===== src/hdl/spd_pkg.sv =====
// ----------------------------------------------------------------------------
// spd_pkg
// Shared constants and types for the shortest-path distance engine.
// ----------------------------------------------------------------------------
package spd_pkg;

	// defaults for the top-level parameters
	localparam int SPD_NODES       = 16;
	localparam int SPD_WEIGHT_BITS = 8;

	// fixed field widths of the stream words
	localparam int SPD_NODE_W      = 4;
	localparam int SPD_WEIGHT_W    = 8;
	localparam int SPD_DIST_W      = 12;
	localparam int SPD_IN_DATA_W   = 16;
	localparam int SPD_OUT_DATA_W  = 16;
	localparam int SPD_OUT_USER_W  = 2;

	localparam logic [SPD_DIST_W-1:0] SPD_DIST_MAX = 12'd4095;

	// entries of the queue between front and back
	localparam int SPD_QUEUE_DEPTH = 2;

	localparam logic OP_LOAD = 1'b0;

	// what the back end does with a queued word
	typedef enum logic [1:0] {
		KIND_LOAD  = 2'd0,   // write one matrix entry
		KIND_SKIP  = 2'd1,   // load with a node out of range
		KIND_QUERY = 2'd2,   // run the search
		KIND_BAD   = 2'd3    // query with a node out of range
	} kind_t;

	typedef struct packed {
		kind_t                   kind;
		logic [SPD_NODE_W-1:0]   from_node;
		logic [SPD_NODE_W-1:0]   to_node;
		logic [SPD_WEIGHT_W-1:0] weight;
	} item_t;

endpackage


===== src/hdl/shortest_path_distance.sv =====
// ----------------------------------------------------------------------------
// shortest_path_distance
// Single-source shortest-path engine over a dense weighted adjacency matrix.
// ----------------------------------------------------------------------------
// channel  dir  tdata (low bit up)                    tuser
// s_       in   from_node[3:0] to_node[7:4] weight    operation (0 load, 1 query)
// m_       out  distance[11:0], zero pad to 16 bits   reachable[0] saturated[1]
//
// A load word is written to the matrix at the edge that takes it from the queue.
// A query settles one node per round; in each round the PASS state reads the
// edge row of that node through the single read port of the edge matrix RAM,
// followed by DRAIN and END. After reset a clearing pass zeroes the matrix
// while s_tready stays low. A two-word queue lets the input keep accepting
// while the back end searches or the result waits.
// ----------------------------------------------------------------------------
module shortest_path_distance #(
	parameter int NODES       = spd_pkg::SPD_NODES,
	parameter int WEIGHT_BITS = spd_pkg::SPD_WEIGHT_BITS
) (
	input  logic                               clk,
	input  logic                               arst_n,
	input  logic                               s_tvalid,
	output logic                               s_tready,
	input  logic [spd_pkg::SPD_IN_DATA_W-1:0]  s_tdata,   // from_node, to_node, weight
	input  logic                               s_tuser,   // operation
	output logic                               m_tvalid,
	input  logic                               m_tready,
	output logic [spd_pkg::SPD_OUT_DATA_W-1:0] m_tdata,   // distance
	output logic [spd_pkg::SPD_OUT_USER_W-1:0] m_tuser    // reachable, saturated
);

	import spd_pkg::*;

	logic  q_valid;
	logic  q_ready;
	item_t q_item;
	logic  clearing;

	spd_front #(
		.NODES (NODES)
	) u_front (
		.clk      (clk),
		.arst_n   (arst_n),
		.s_tvalid (s_tvalid),
		.s_tready (s_tready),
		.s_tdata  (s_tdata),
		.s_tuser  (s_tuser),
		.clearing (clearing),
		.q_valid  (q_valid),
		.q_ready  (q_ready),
		.q_item   (q_item)
	);

	spd_engine #(
		.NODES       (NODES),
		.WEIGHT_BITS (WEIGHT_BITS)
	) u_engine (
		.clk      (clk),
		.arst_n   (arst_n),
		.q_valid  (q_valid),
		.q_ready  (q_ready),
		.q_item   (q_item),
		.clearing (clearing),
		.m_tvalid (m_tvalid),
		.m_tready (m_tready),
		.m_tdata  (m_tdata),
		.m_tuser  (m_tuser)
	);

endmodule


===== src/hdl/spd_ram.sv =====
// ----------------------------------------------------------------------------
// spd_ram
// Generic single-write, single-read RAM with registered read data.
// ----------------------------------------------------------------------------
module spd_ram #(
	parameter int WIDTH = 8,
	parameter int DEPTH = 16
) (
	input  logic                     clk,
	input  logic                     we,
	input  logic [$clog2(DEPTH)-1:0] waddr,
	input  logic [WIDTH-1:0]         wdata,
	input  logic [$clog2(DEPTH)-1:0] raddr,
	output logic [WIDTH-1:0]         rdata
);

	logic [WIDTH-1:0] mem_q [DEPTH];

	always_ff @(posedge clk) begin
		if (we) begin
			mem_q[waddr] <= wdata;
		end
		rdata <= mem_q[raddr];
	end

endmodule


===== src/hdl/spd_front.sv =====
// ----------------------------------------------------------------------------
// spd_front
// Accepts input words, classifies them and holds them in a short queue.
// ----------------------------------------------------------------------------
module spd_front #(
	parameter int NODES = spd_pkg::SPD_NODES
) (
	input  logic                             clk,
	input  logic                             arst_n,
	input  logic                             s_tvalid,
	output logic                             s_tready,
	input  logic [spd_pkg::SPD_IN_DATA_W-1:0] s_tdata,  // from_node, to_node, weight
	input  logic                             s_tuser,  // operation
	input  logic                             clearing,
	output logic                             q_valid,
	input  logic                             q_ready,
	output spd_pkg::item_t                   q_item
);

	import spd_pkg::*;

	localparam int QD = SPD_QUEUE_DEPTH;
	localparam int PW = (QD > 1) ? $clog2(QD) : 1;

	item_t            buf_q [QD];
	logic [PW-1:0]    wr_q;
	logic [PW-1:0]    rd_q;
	logic [PW:0]      cnt_q;
	item_t            in_item;
	logic             in_range;
	logic             push;
	logic             pop;

	always_comb begin
		in_item.from_node = s_tdata[3:0];
		in_item.to_node   = s_tdata[7:4];
		in_item.weight    = s_tdata[15:8];
		in_range = (32'(in_item.from_node) < NODES) && (32'(in_item.to_node) < NODES);
		if (s_tuser == OP_LOAD) begin
			in_item.kind = in_range ? KIND_LOAD : KIND_SKIP;
		end else begin
			in_item.kind = in_range ? KIND_QUERY : KIND_BAD;
		end
	end

	assign s_tready = (cnt_q != (PW+1)'(QD)) && !clearing;
	assign q_valid  = (cnt_q != '0);
	assign q_item   = buf_q[rd_q];
	assign push     = s_tvalid && s_tready;
	assign pop      = q_valid && q_ready;

	always_ff @(posedge clk) begin
		if (push) begin
			buf_q[wr_q] <= in_item;
		end
	end

	always_ff @(posedge clk or negedge arst_n) begin
		if (!arst_n) begin
			wr_q  <= '0;
			rd_q  <= '0;
			cnt_q <= '0;
		end else begin
			if (push) begin
				wr_q <= (wr_q == PW'(QD-1)) ? '0 : wr_q + 1'b1;
			end
			if (pop) begin
				rd_q <= (rd_q == PW'(QD-1)) ? '0 : rd_q + 1'b1;
			end
			if (push && !pop) begin
				cnt_q <= cnt_q + 1'b1;
			end else if (pop && !push) begin
				cnt_q <= cnt_q - 1'b1;
			end
		end
	end

endmodule


===== src/hdl/spd_engine.sv =====
// ----------------------------------------------------------------------------
// spd_engine
// Back end: edge matrix, search sequencer and result register.
// ----------------------------------------------------------------------------
module spd_engine #(
	parameter int NODES       = spd_pkg::SPD_NODES,
	parameter int WEIGHT_BITS = spd_pkg::SPD_WEIGHT_BITS
) (
	input  logic                               clk,
	input  logic                               arst_n,
	input  logic                               q_valid,
	output logic                               q_ready,
	input  spd_pkg::item_t                     q_item,
	output logic                               clearing,
	output logic                               m_tvalid,
	input  logic                               m_tready,
	output logic [spd_pkg::SPD_OUT_DATA_W-1:0] m_tdata,  // distance
	output logic [spd_pkg::SPD_OUT_USER_W-1:0] m_tuser   // reachable, saturated
);

	import spd_pkg::*;

	localparam int NB   = $clog2(NODES);
	localparam int AW   = $clog2(NODES * NODES);
	localparam int WB   = WEIGHT_BITS;
	localparam int SUMW = ((WB > SPD_DIST_W) ? WB : SPD_DIST_W) + 1;

	localparam logic [2:0] ST_CLEAR = 3'd0;
	localparam logic [2:0] ST_IDLE  = 3'd1;
	localparam logic [2:0] ST_START = 3'd2;
	localparam logic [2:0] ST_PASS  = 3'd3;
	localparam logic [2:0] ST_DRAIN = 3'd4;
	localparam logic [2:0] ST_END   = 3'd5;

	logic [2:0]            state_q;
	logic [AW-1:0]         clr_q;
	logic [NB-1:0]         u_q;
	logic [NB-1:0]         dst_q;
	logic [SPD_DIST_W-1:0] du_q;
	logic                  cu_q;
	logic [NB-1:0]         v_q;
	logic                  pv_s1;
	logic [NB-1:0]         v_s1;
	logic [NODES-1:0]      valid_q;
	logic [NODES-1:0]      settled_q;
	logic [NODES-1:0]      clip_q;
	logic                  min_found_q;
	logic [NB-1:0]         min_v_q;
	logic [SPD_DIST_W-1:0] min_d_q;
	logic                  min_c_q;
	logic                  out_valid_q;
	logic [SPD_DIST_W-1:0] out_dist_q;
	logic                  out_reach_q;
	logic                  out_sat_q;

	// memory ports
	logic                  e_we;
	logic [AW-1:0]         e_waddr;
	logic [WB-1:0]         e_wdata;
	logic [AW-1:0]         e_raddr;
	logic [WB-1:0]         e_rdata;
	logic [SPD_DIST_W-1:0] d_rdata;

	// relax stage
	logic [SUMW-1:0]       sum;
	logic [SPD_DIST_W-1:0] nd;
	logic                  nc;
	logic                  vis_valid;
	logic                  vis_set;
	logic                  vis_clip;
	logic                  relax;
	logic [SPD_DIST_W-1:0] new_d;
	logic                  new_valid;
	logic                  new_c;
	logic                  take;

	logic                  pop;
	logic                  pop_ok;
	logic                  res_set;

	assign clearing = (state_q == ST_CLEAR);

	// loads never touch the result register, queries need it empty
	assign pop_ok  = (q_item.kind == KIND_LOAD) || (q_item.kind == KIND_SKIP) || !out_valid_q;
	assign q_ready = (state_q == ST_IDLE) && pop_ok;
	assign pop     = q_valid && q_ready;

	// a result word is produced this cycle
	assign res_set = (pop && (q_item.kind == KIND_BAD)) ||
		((state_q == ST_START) && (u_q == dst_q)) ||
		((state_q == ST_END) && !min_found_q);

	always_comb begin
		e_we    = 1'b0;
		e_waddr = clr_q;
		e_wdata = '0;
		if (state_q == ST_CLEAR) begin
			e_we = 1'b1;
		end else if (pop && (q_item.kind == KIND_LOAD)) begin
			e_we    = 1'b1;
			e_waddr = AW'(32'(q_item.from_node) * NODES + 32'(q_item.to_node));
			e_wdata = WB'(q_item.weight);
		end
	end

	assign e_raddr = AW'(32'(u_q) * NODES + 32'(v_q));

	spd_ram #(
		.WIDTH (WB),
		.DEPTH (NODES * NODES)
	) u_edge_ram (
		.clk   (clk),
		.we    (e_we),
		.waddr (e_waddr),
		.wdata (e_wdata),
		.raddr (e_raddr),
		.rdata (e_rdata)
	);

	spd_ram #(
		.WIDTH (SPD_DIST_W),
		.DEPTH (NODES)
	) u_dist_ram (
		.clk   (clk),
		.we    (relax),
		.waddr (v_s1),
		.wdata (nd),
		.raddr (v_q),
		.rdata (d_rdata)
	);

	// relax one neighbor and track the next node to settle
	always_comb begin
		vis_valid = valid_q[v_s1];
		vis_set   = settled_q[v_s1];
		vis_clip  = clip_q[v_s1];
		sum       = SUMW'(du_q) + SUMW'(e_rdata);
		if (sum > SUMW'(SPD_DIST_MAX)) begin
			nd = SPD_DIST_MAX;
			nc = 1'b1;
		end else begin
			nd = sum[SPD_DIST_W-1:0];
			nc = cu_q;
		end
		relax = pv_s1 && (e_rdata != '0) && !vis_set &&
			(!vis_valid || (nd < d_rdata) || ((nd == d_rdata) && vis_clip && !nc));
		new_d     = relax ? nd : d_rdata;
		new_valid = vis_valid || relax;
		new_c     = relax ? nc : vis_clip;
		// strict compare in index order keeps the lowest index on ties
		take = pv_s1 && new_valid && !vis_set && (!min_found_q || (new_d < min_d_q));
	end

	always_ff @(posedge clk) begin
		if (pop) begin
			u_q   <= NB'(q_item.from_node);
			dst_q <= NB'(q_item.to_node);
			du_q  <= '0;
			cu_q  <= 1'b0;
		end else if ((state_q == ST_END) && min_found_q) begin
			u_q  <= min_v_q;
			du_q <= min_d_q;
			cu_q <= min_c_q;
		end
		v_s1 <= v_q;
		if (take) begin
			min_v_q <= v_s1;
			min_d_q <= new_d;
			min_c_q <= new_c;
		end
	end

	always_ff @(posedge clk or negedge arst_n) begin
		if (!arst_n) begin
			state_q     <= ST_CLEAR;
			clr_q       <= '0;
			v_q         <= '0;
			pv_s1       <= 1'b0;
			valid_q     <= '0;
			settled_q   <= '0;
			clip_q      <= '0;
			min_found_q <= 1'b0;
			out_valid_q <= 1'b0;
			out_dist_q  <= '0;
			out_reach_q <= 1'b0;
			out_sat_q   <= 1'b0;
		end else begin
			pv_s1 <= (state_q == ST_PASS);
			if (res_set) begin
				out_valid_q <= 1'b1;
			end else if (m_tready) begin
				out_valid_q <= 1'b0;
			end
			if (pv_s1) begin
				valid_q[v_s1] <= new_valid;
				clip_q[v_s1]  <= new_c;
			end
			if (take) begin
				min_found_q <= 1'b1;
			end
			case (state_q)
				ST_CLEAR: begin
					clr_q <= clr_q + 1'b1;
					if (clr_q == AW'(NODES * NODES - 1)) begin
						state_q <= ST_IDLE;
					end
				end
				ST_IDLE: begin
					if (pop) begin
						if (q_item.kind == KIND_BAD) begin
							out_dist_q  <= '0;
							out_reach_q <= 1'b0;
							out_sat_q   <= 1'b0;
						end else if (q_item.kind == KIND_QUERY) begin
							valid_q   <= NODES'(1) << NB'(q_item.from_node);
							settled_q <= '0;
							clip_q    <= '0;
							state_q   <= ST_START;
						end
					end
				end
				ST_START: begin
					settled_q[u_q] <= 1'b1;
					if (u_q == dst_q) begin
						out_dist_q  <= du_q;
						out_reach_q <= 1'b1;
						out_sat_q   <= cu_q;
						state_q     <= ST_IDLE;
					end else begin
						v_q         <= '0;
						min_found_q <= 1'b0;
						state_q     <= ST_PASS;
					end
				end
				ST_PASS: begin
					v_q <= v_q + 1'b1;
					if (v_q == NB'(NODES - 1)) begin
						state_q <= ST_DRAIN;
					end
				end
				ST_DRAIN: begin
					state_q <= ST_END;
				end
				ST_END: begin
					if (min_found_q) begin
						state_q <= ST_START;
					end else begin
						// nothing left to settle: destination not reached
						out_dist_q  <= '0;
						out_reach_q <= 1'b0;
						out_sat_q   <= 1'b0;
						state_q     <= ST_IDLE;
					end
				end
				default: begin
					state_q <= ST_IDLE;
				end
			endcase
		end
	end

	assign m_tvalid = out_valid_q;
	assign m_tdata  = {{(SPD_OUT_DATA_W - SPD_DIST_W){1'b0}}, out_dist_q};
	assign m_tuser  = {out_sat_q, out_reach_q};

endmodule


===== config.mk =====
export PLATFORM = sky130hd
export DESIGN_NAME = shortest_path_distance
export DESIGN_NICKNAME = d
export VERILOG_FILES = /design/src/hdl/spd_pkg.sv /design/src/hdl/shortest_path_distance.sv /design/src/hdl/spd_ram.sv /design/src/hdl/spd_front.sv /design/src/hdl/spd_engine.sv
export SDC_FILE = /design/constraint.sdc
export NUM_CORES = 2
export LEC_CHECK = 0
export ABC_AREA = 1
export BUFFER_PORTS_ARGS = -buffer_cell sky130_fd_sc_hd__buf_2
export CORE_MARGIN = 5
export CORE_UTILIZATION = 44
export DETAILED_ROUTE_END_ITERATION = 12
export SETUP_SLACK_MARGIN = 0.3
export SYNTH_ARGS = -nofsm -noshare
export SYNTH_HDL_FRONTEND = slang
export SYNTH_SLANG_ARGS = --single-unit

===== constraint.sdc =====
create_clock -name clk -period 10.3 [get_ports clk]
set_input_delay 1.03 -clock clk [delete_from_list [all_inputs] [get_ports clk]]
set_output_delay 1.03 -clock clk [all_outputs]
set_load 0.01 [all_outputs]

# Word-level counts from Yosys, hierarchy flattened

Memory sizes are Yosys's and may differ from the RTL's. A register that Yosys moved wholly into a read port is not among the register bits.
Index checks and enable logic that the tools add are counted.
Widths: inputs -> output; s select.

Add/subtract/negate cells: 9
Magnitude comparators: 7
Equal/unequal tests: 22
Shift operators: 1
Muxes and demuxes: 76
Bitwise logic cells: 1
Reduce and logical (&&, ||, !) cells: 51

Operators by type and width:

| kind                 | count |
|---|---|
| $mux 16              | 13 |
| $mux 12              | 6 |
| $pmux 12 s3          | 1 |
| $bwmux 16            | 2 |
| $mux 8               | 4 |
| $pmux 16 s2          | 1 |
| $mux 1               | 27 |
| $lt 12x12->1         | 2 |
| $logic_and 1x1->1    | 21 |
| $pmux 3 s6           | 1 |
| $add 8x4->8          | 2 |
| $ne 2x2->1 const B   | 8 |
| $or 16x16->16        | 1 |
| $shl 1x4->16 const A | 1 |
| $mux 3               | 5 |
| $add 12x8->13        | 1 |
| $gt 13x12->1 const B | 1 |
| $bmux 1 s4           | 3 |
| $eq 12x12->1         | 1 |
| $mux 4               | 3 |
| $reduce_bool 2->1    | 6 |
| $lt 4x5->1 const B   | 2 |
| $mux 2               | 5 |
| $reduce_and 5->1     | 2 |
| other kinds (26)     | 48 |

Flip-flop bits (word level): 126
Bits in writable memories: 2276
Bits of input ports: 21
Output and inout bits: 20
Word-level logic and storage cells: 193
Memories kept: 3

Memory list:

| name                      | words | bits a word | read ports | clocked after Yosys merged registers in | wr ports | line            | RTL |
|---|---|---|---|---|---|---|---|
| u_engine.u_edge_ram.mem_q | 256   | 8           | 1          | 1                                       | 1        | spd_ram.sv:17   | `logic [WIDTH-1:0] mem_q [DEPTH];` |
| u_engine.u_dist_ram.mem_q | 16    | 12          | 1          | 1                                       | 1        | spd_ram.sv:17   |  |
| u_front.buf_q             | 2     | 18          | 1          | 0                                       | 1        | spd_front.sv:25 | `item_t buf_q [QD];` |

# Depth between registers and ports, before layout

Depth in word-level cells: 15
Mapped depth: 36
Gate-level depth less buffers: 35

# Modules after synthesis

A second synthesis with hierarchy kept.

Cell total of the unflattened synthesis: 8881
Area total of the unflattened synthesis: 100570.2 µm²

By module, submodules not included:

| module                         | instances | cells an instance | area an instance (µm²) | sequential area each (µm²) |
|---|---|---|---|---|
| spd_ram at u_engine.u_edge_ram | 1         | 7003              | 83396.2                | 61659.1 |
| spd_ram at u_engine.u_dist_ram | 1         | 815               | 8563.2                 | 6005.8 |
| spd_engine                     | 1         | 940               | 7093.1                 | 3093.0 |
| spd_front                      | 1         | 123               | 1517.7                 | 1121.1 |

# Worst setup path after synthesis

No wires, ideal clock.

Path kind: register to register
Start: reg u_front.rd_q
End: mem u_engine.u_edge_ram.mem_q[0][0] (data pin)
Setup time: 1.580 ns
Arrival: 8.267 ns
Required time: 8.720 ns
Slack: 0.453 ns
Cell stages (with the launch flop): 10
Buffers on the path: 2
Clock period less this slack: 9.847 ns
Path through: dfrtp_1 > buf_2 > inv_2 > or2_1 > o21ai_2 > inv_1 > nor2_8 > inv_4 > buf_4 > a21oi_1

Longest elaborated chain between the ends: 9
Elaborated cells between the ends (all ways): 10
Those cells by class: eq/ne (1); mux (2); reduce/logical (6); memory (1)

RTL lines:

| what                                          | line                               | RTL |
|---|---|---|
| start, declared                               | spd_front.sv:27                    | `logic [PW-1:0] rd_q;` |
| start signal, assigned                        | spd_front.sv:68                    | `rd_q <= (rd_q == PW'(QD-1)) ? '0 : rd_q + 1'b1;` |
| $mem_v2 2x18 *                                | --                                 |  |
| $eq 2x1->1 or $logic_not 2->1 (tied branches) | spd_engine.sv:84, spd_engine.sv:99 |  |
| $logic_or 1x1->1 (2 in series)                | spd_engine.sv:84                   | `assign pop_ok = (q_item.kind == KIND_LOAD) \|\| (q_item.kind == KIND_SKIP) \|\| !out_valid_q;` |
| $logic_and 1x1->1                             | spd_engine.sv:85                   | `assign q_ready = (state_q == ST_IDLE) && pop_ok;` |
| $logic_and 1x1->1                             | spd_engine.sv:86                   | `assign pop = q_valid && q_ready;` |
| $logic_and 1x1->1                             | spd_engine.sv:99                   | `end else if (pop && (q_item.kind == KIND_LOAD)) begin` |
| $mux 8 *                                      | spd_engine.sv:99                   |  |
| $mux 8 *                                      | spd_engine.sv:97                   | `if (state_q == ST_CLEAR) begin` |
| via u_engine.e_wdata[0]                       | spd_engine.sv:59                   | `logic [WB-1:0] e_wdata;` |
| end, declared                                 | spd_ram.sv:17                      |  |

Mark *: on every way through the listed nets, which the timed path passes. The rest lies on a longest branch.

# Worst setup path in the final report

Start: reg u_engine.du_q[2]
End: reg u_engine.min_v_q[0], enable pin

Longest elaborated chain between the ends: 12
Elaborated cells between the ends (all ways): 19
Those cells by class: add/sub (1); order compare (3); eq/ne (1); mux (3); reduce/logical (11)

RTL lines:

| what                                                                 | line              | RTL |
|---|---|---|
| start, declared                                                      | spd_engine.sv:39  | `logic [SPD_DIST_W-1:0] du_q;` |
| start signal, assigned                                               | spd_engine.sv:162 | `du_q <= min_d_q;` |
| $add 12x8->13 *                                                      | spd_engine.sv:137 | `sum = SUMW'(du_q) + SUMW'(e_rdata);` |
| $gt 13x12->1                                                         | spd_engine.sv:138 | `if (sum > SUMW'(SPD_DIST_MAX)) begin` |
| $mux 12 *                                                            | spd_engine.sv:138 |  |
| via u_engine.nd[11]                                                  | spd_engine.sv:66  | `logic [SPD_DIST_W-1:0] nd;` |
| parallel branches: the longest is 3 deep, another holds $lt 12x12->1 | --                |  |
| $logic_or 1x1->1 *                                                   | spd_engine.sv:146 | `(!vis_valid \|\| (nd < d_rdata) \|\| ((nd == d_rdata) && vis_clip && !nc));` |
| $logic_and 1x1->1 *                                                  | spd_engine.sv:145 | `relax = pv_s1 && (e_rdata != '0) && !vis_set &&` |
| $mux 12 *                                                            | spd_engine.sv:147 | `new_d = relax ? nd : d_rdata;` |
| via u_engine.new_d[5]                                                | spd_engine.sv:72  | `logic [SPD_DIST_W-1:0] new_d;` |
| $lt 12x12->1 *                                                       | spd_engine.sv:151 | `take = pv_s1 && new_valid && !vis_set && (!min_found_q \|\| (new_d < min_d_q));` |
| $logic_or 1x1->1 *                                                   | spd_engine.sv:151 |  |
| $logic_and 1x1->1 *                                                  | spd_engine.sv:151 |  |
| via u_engine.take                                                    | spd_engine.sv:75  | `logic take;` |
| end signal, assigned                                                 | spd_engine.sv:167 | `min_v_q <= v_s1;` |
| end, declared                                                        | spd_engine.sv:48  | `logic [NB-1:0] min_v_q;` |

Mark *: on every way through the listed nets, which the timed path passes.
A chain may end at the register's enable or synchronous reset.

==> flow_summary.toml <==
[run_status]
result_of_the_run = "complete, no violations"

[synthesis]
count_of_unique_library_cells_instantiated_by_yosys = 58
yosys_warnings = 0
netlist_top_cells_area = "edfxtp_1 71%, o21ai_0 6.3%, nor2_1 5.9%"
synth.top_cell.area_share = 0.713
synth_area_leader_cell = "edfxtp_1"
ys_ff_latch = 2420
asyncSetResetFlopFracSynth = 0.0347
synth_edf_count = 2299
post_synth_inst_count = 7606
syn_area_um2 = 96900
yosys_most_used_dff = "edfxtp_1"
synthesis.area_per_instance_um2 = 12.7
proportion_of_synthesized_chip_area_in_sequential_cells = 0.742

[setup_path]
critical_path_arrival_ns = 8.04
worstRegToRegCells = 32
critical-path-slowest-cell = "a21oi_2"
timing.setup.critical_path_class = "flop to flop"
endpoint = "u_engine.min_v_q[0]"
startpoint_type = "flop"
worst_ep_required_time_ns = 10.76
cp_max_fo = 24
r2r-start = "u_engine.du_q[2]"
r2r_slack_ns = 2.73
worst_r2r_endpoint = "u_engine.min_v_q[0]"
critical_path_sink_type = "flop"
cp-startpoint = "u_engine.du_q[2]"
crit_path_max_incr_delay_ns = 0.84

[die]
coreArea_um2 = 219000
floorplan.die_area_um2 = 230000
io-pin-count = 41
die_x_um = 479
floorplan.initialDensity = 0.442
placementRows = 172
dieHeight_um = 479

[cts]
clockBufferDepth = 3
cts.htree.levels = 4
postCtsSetupBuffers = 0
cts_hold_buffers = 0
tritoncts = "done"
worst_setup_hold_path_clk_slew_ns = 0.06
clock_sink_count = 2420
insertion_delay_ns = 0.87
cts_inserted_buffers = 235
clockRootBuffer = "clkbuf_16"
postCtsResizedCells = 0

[timing]
final.hold.worst_slack_ns = 0.216
slew_headroom = 0.166
max_freq_ghz = 0.132
final.setup.tns_ns = 0
fin_crit_sh = 0.735
setup_viol_count_final = 0
timing_worst_slew_pin_value_ns = 1.25
clock-skew-final_ns = 0.0273
final-max-slew-violation-count = 0
final.min_clock_period_ns = 7.57
grt_setup_unrepaired = "no"
final_hold_viol_count = 0

[flow_run]
drv.max_cap_violation_count = 0

[pwr]
power_consumption_w = 0.0191
cellLeakagePower_nw = 30.3
pwr_density_cell_nw_per_um2 = 178
worst_ir_drop_vdd_v = 0.000178

[final_layout]
area_growth_syn_to_layout_pct = 10.9
nets = 7516
layout.cells.most_common = "edfxtp_1"
final_design_area_no_fill_um2 = 107000
post_route_cells_drive_above_1_share = 0.0749
layout_common_cells = "2299 x edfxtp_1, 1507 x nor2_1, 1211 x o21ai_0"

[grt]
via_count_of_the_first_global_routing_pass = 58800
grt_util_met2 = 0.356
wire_length_of_the_first_global_routing_pass_um = 400000
grt_start_max_net_pins = 212
grt_use_met1 = 0.331
initial_antenna_violation_count = 12
grt.met3_usage = 0.0424
grt-ovfl-total = 0
gr-max-usage-layer = "met2"
globalRouteTotalUtil = 0.232

[min_path]
hold_class = "input pin to asynchronous set/reset pin"

[routing]
drc = 0
first_pass_iters = 6
num_vias = 62700
via_per_inst = 5.95
wl_per_cell_um = 26.0
drt-total-wl_um = 274000
antenna_violating_nets_post_route = 0
drt_first_iter_violations = 7366

[placement]
gp_routability_congestion = 0.863
post_detail_place_hpwl_um = 153000
dpl-instance-area_um2 = 99800
place.port_buffers = 36
## per-layer routing
layer / vias up / wire [um]
met2: 2978 / 125000
met1: 31300 / 113000
met4: 12 / 11100
met5: - / 91
li1: 27900 / -
met3: 515 / 24400
## critical path: cells and delay by family, from the launching register on
kind | cells | cell delay, ns
fa+ha+maj | 3 | 1.03
flops | 1 | 0.33
simple gates | 16 | 2.21
buf+inv | 5 | 1.27
compound gates | 8 | 2.32
## cell type report
class                      instances  area, um^2
fill                           18900      112000
sequential                      2420       71900
multi-input combinational       4453       22400
clock buffer                     295        6210
tap                             2871        3590
clock inverter                   142        1350
timing repair buffer             144        1180
inverter                         206         801
antenna                            1        2.50
## flip-flops by register name, indices dropped and copies added (netlist names), 12 cells and up
signal,cells
u_front.buf_q,34
u_engine.u_dist_ram.rdata,12
u_engine.settled_q,16
u_engine.u_edge_ram.mem_q,2048
u_engine.clip_q,16
u_engine.du_q,12
u_engine.min_d_q,12
u_engine.out_dist_q,12
u_engine.valid_q,16
u_engine.u_dist_ram.mem_q,192
## stage by stage
step	std cells	setup slack (ns)	utilization
5_1_grt	10500	1.95	0.490
2_1_floorplan	7609	0.453	-
3_5_place_dp	10100	2.69	0.455
3_3_place_gp	10100	2.92	0.455
6_report	10500	2.73	0.490
4_1_cts	10500	2.69	0.490
## power by group
part	internal (W)	switching, W	total [W]
registers	0.0106	0.00000000000000000000841	0.0106
clock network	0.00483	0.00368	0.00852
logic	0.00000301	0.00000946	0.0000125
total	0.0154	0.00369	0.0191
## cell families (layout without fill, tap and decap cells)
logic type	Yosys count	count (layout)	share of synthesized area
and+or+nand+nor	2323	2323	0.0944
muxes	1	1	0.000103
other	1	5	0.0000387
xor gates and xnor gates	20	20	0.00181
AOI/OAI and AO/OA	2070	2070	0.128
DFF	2420	2420	0.742
buffers and inverters	736	787	0.0293
adders and majority gates	35	35	0.00460
## Yosys cell counts, types with 3 or more instances
| cell | instances |
|---|---|
| buf_4 | 7 |
| o221ai_1 | 274 |
| o211ai_1 | 163 |
| o21bai_1 | 3 |
| dfrtp_1 | 84 |
| a311oi_1 | 6 |
| xor2_1 | 16 |
| buf_1 | 9 |
| o221a_2 | 3 |
| inv_1 | 186 |
| inv_2 | 15 |
| ha_1 | 34 |
| nand3_1 | 134 |
| edfxtp_1 | 2299 |
| nand4_1 | 40 |
| a21oi_1 | 92 |
| or2_2 | 11 |
| o31ai_1 | 6 |
| clkinv_1 | 4 |
| nor2_2 | 9 |
| xnor2_1 | 4 |
| o21ai_0 | 1213 |
| nor3_1 | 12 |
| o2111ai_1 | 31 |
| nor3_2 | 3 |
| nor2_1 | 1524 |
| buf_2 | 34 |
| nor4_1 | 4 |
| nand2_1 | 572 |
| o21ai_1 | 8 |
| a22o_1 | 4 |
| nand2_2 | 8 |
| o22ai_1 | 243 |
| clkbuf_1 | 480 |
| dfxtp_1 | 37 |
| o21ai_2 | 5 |
## how the worst min path moves through the flow
stage | slack [ns] | end | from | depth (start not counted)
floorplan | 0.35 | u_engine.v_s1[2] | u_engine.v_q[2] | 0
CTS | 0.18 | u_engine.out_dist_q[6] | arst_n | 1
detailed placement | 0.45 | u_engine.out_dist_q[3] | u_engine.out_dist_q[3] | 2
global placement | 0.46 | u_engine.out_dist_q[3] | u_engine.out_dist_q[3] | 2
global route | 0.24 | u_engine.out_dist_q[7] | arst_n | 1
finish | 0.22 | u_engine.out_dist_q[6] | arst_n | 1
No activity file was read; power rests on OpenSTA's default activity.
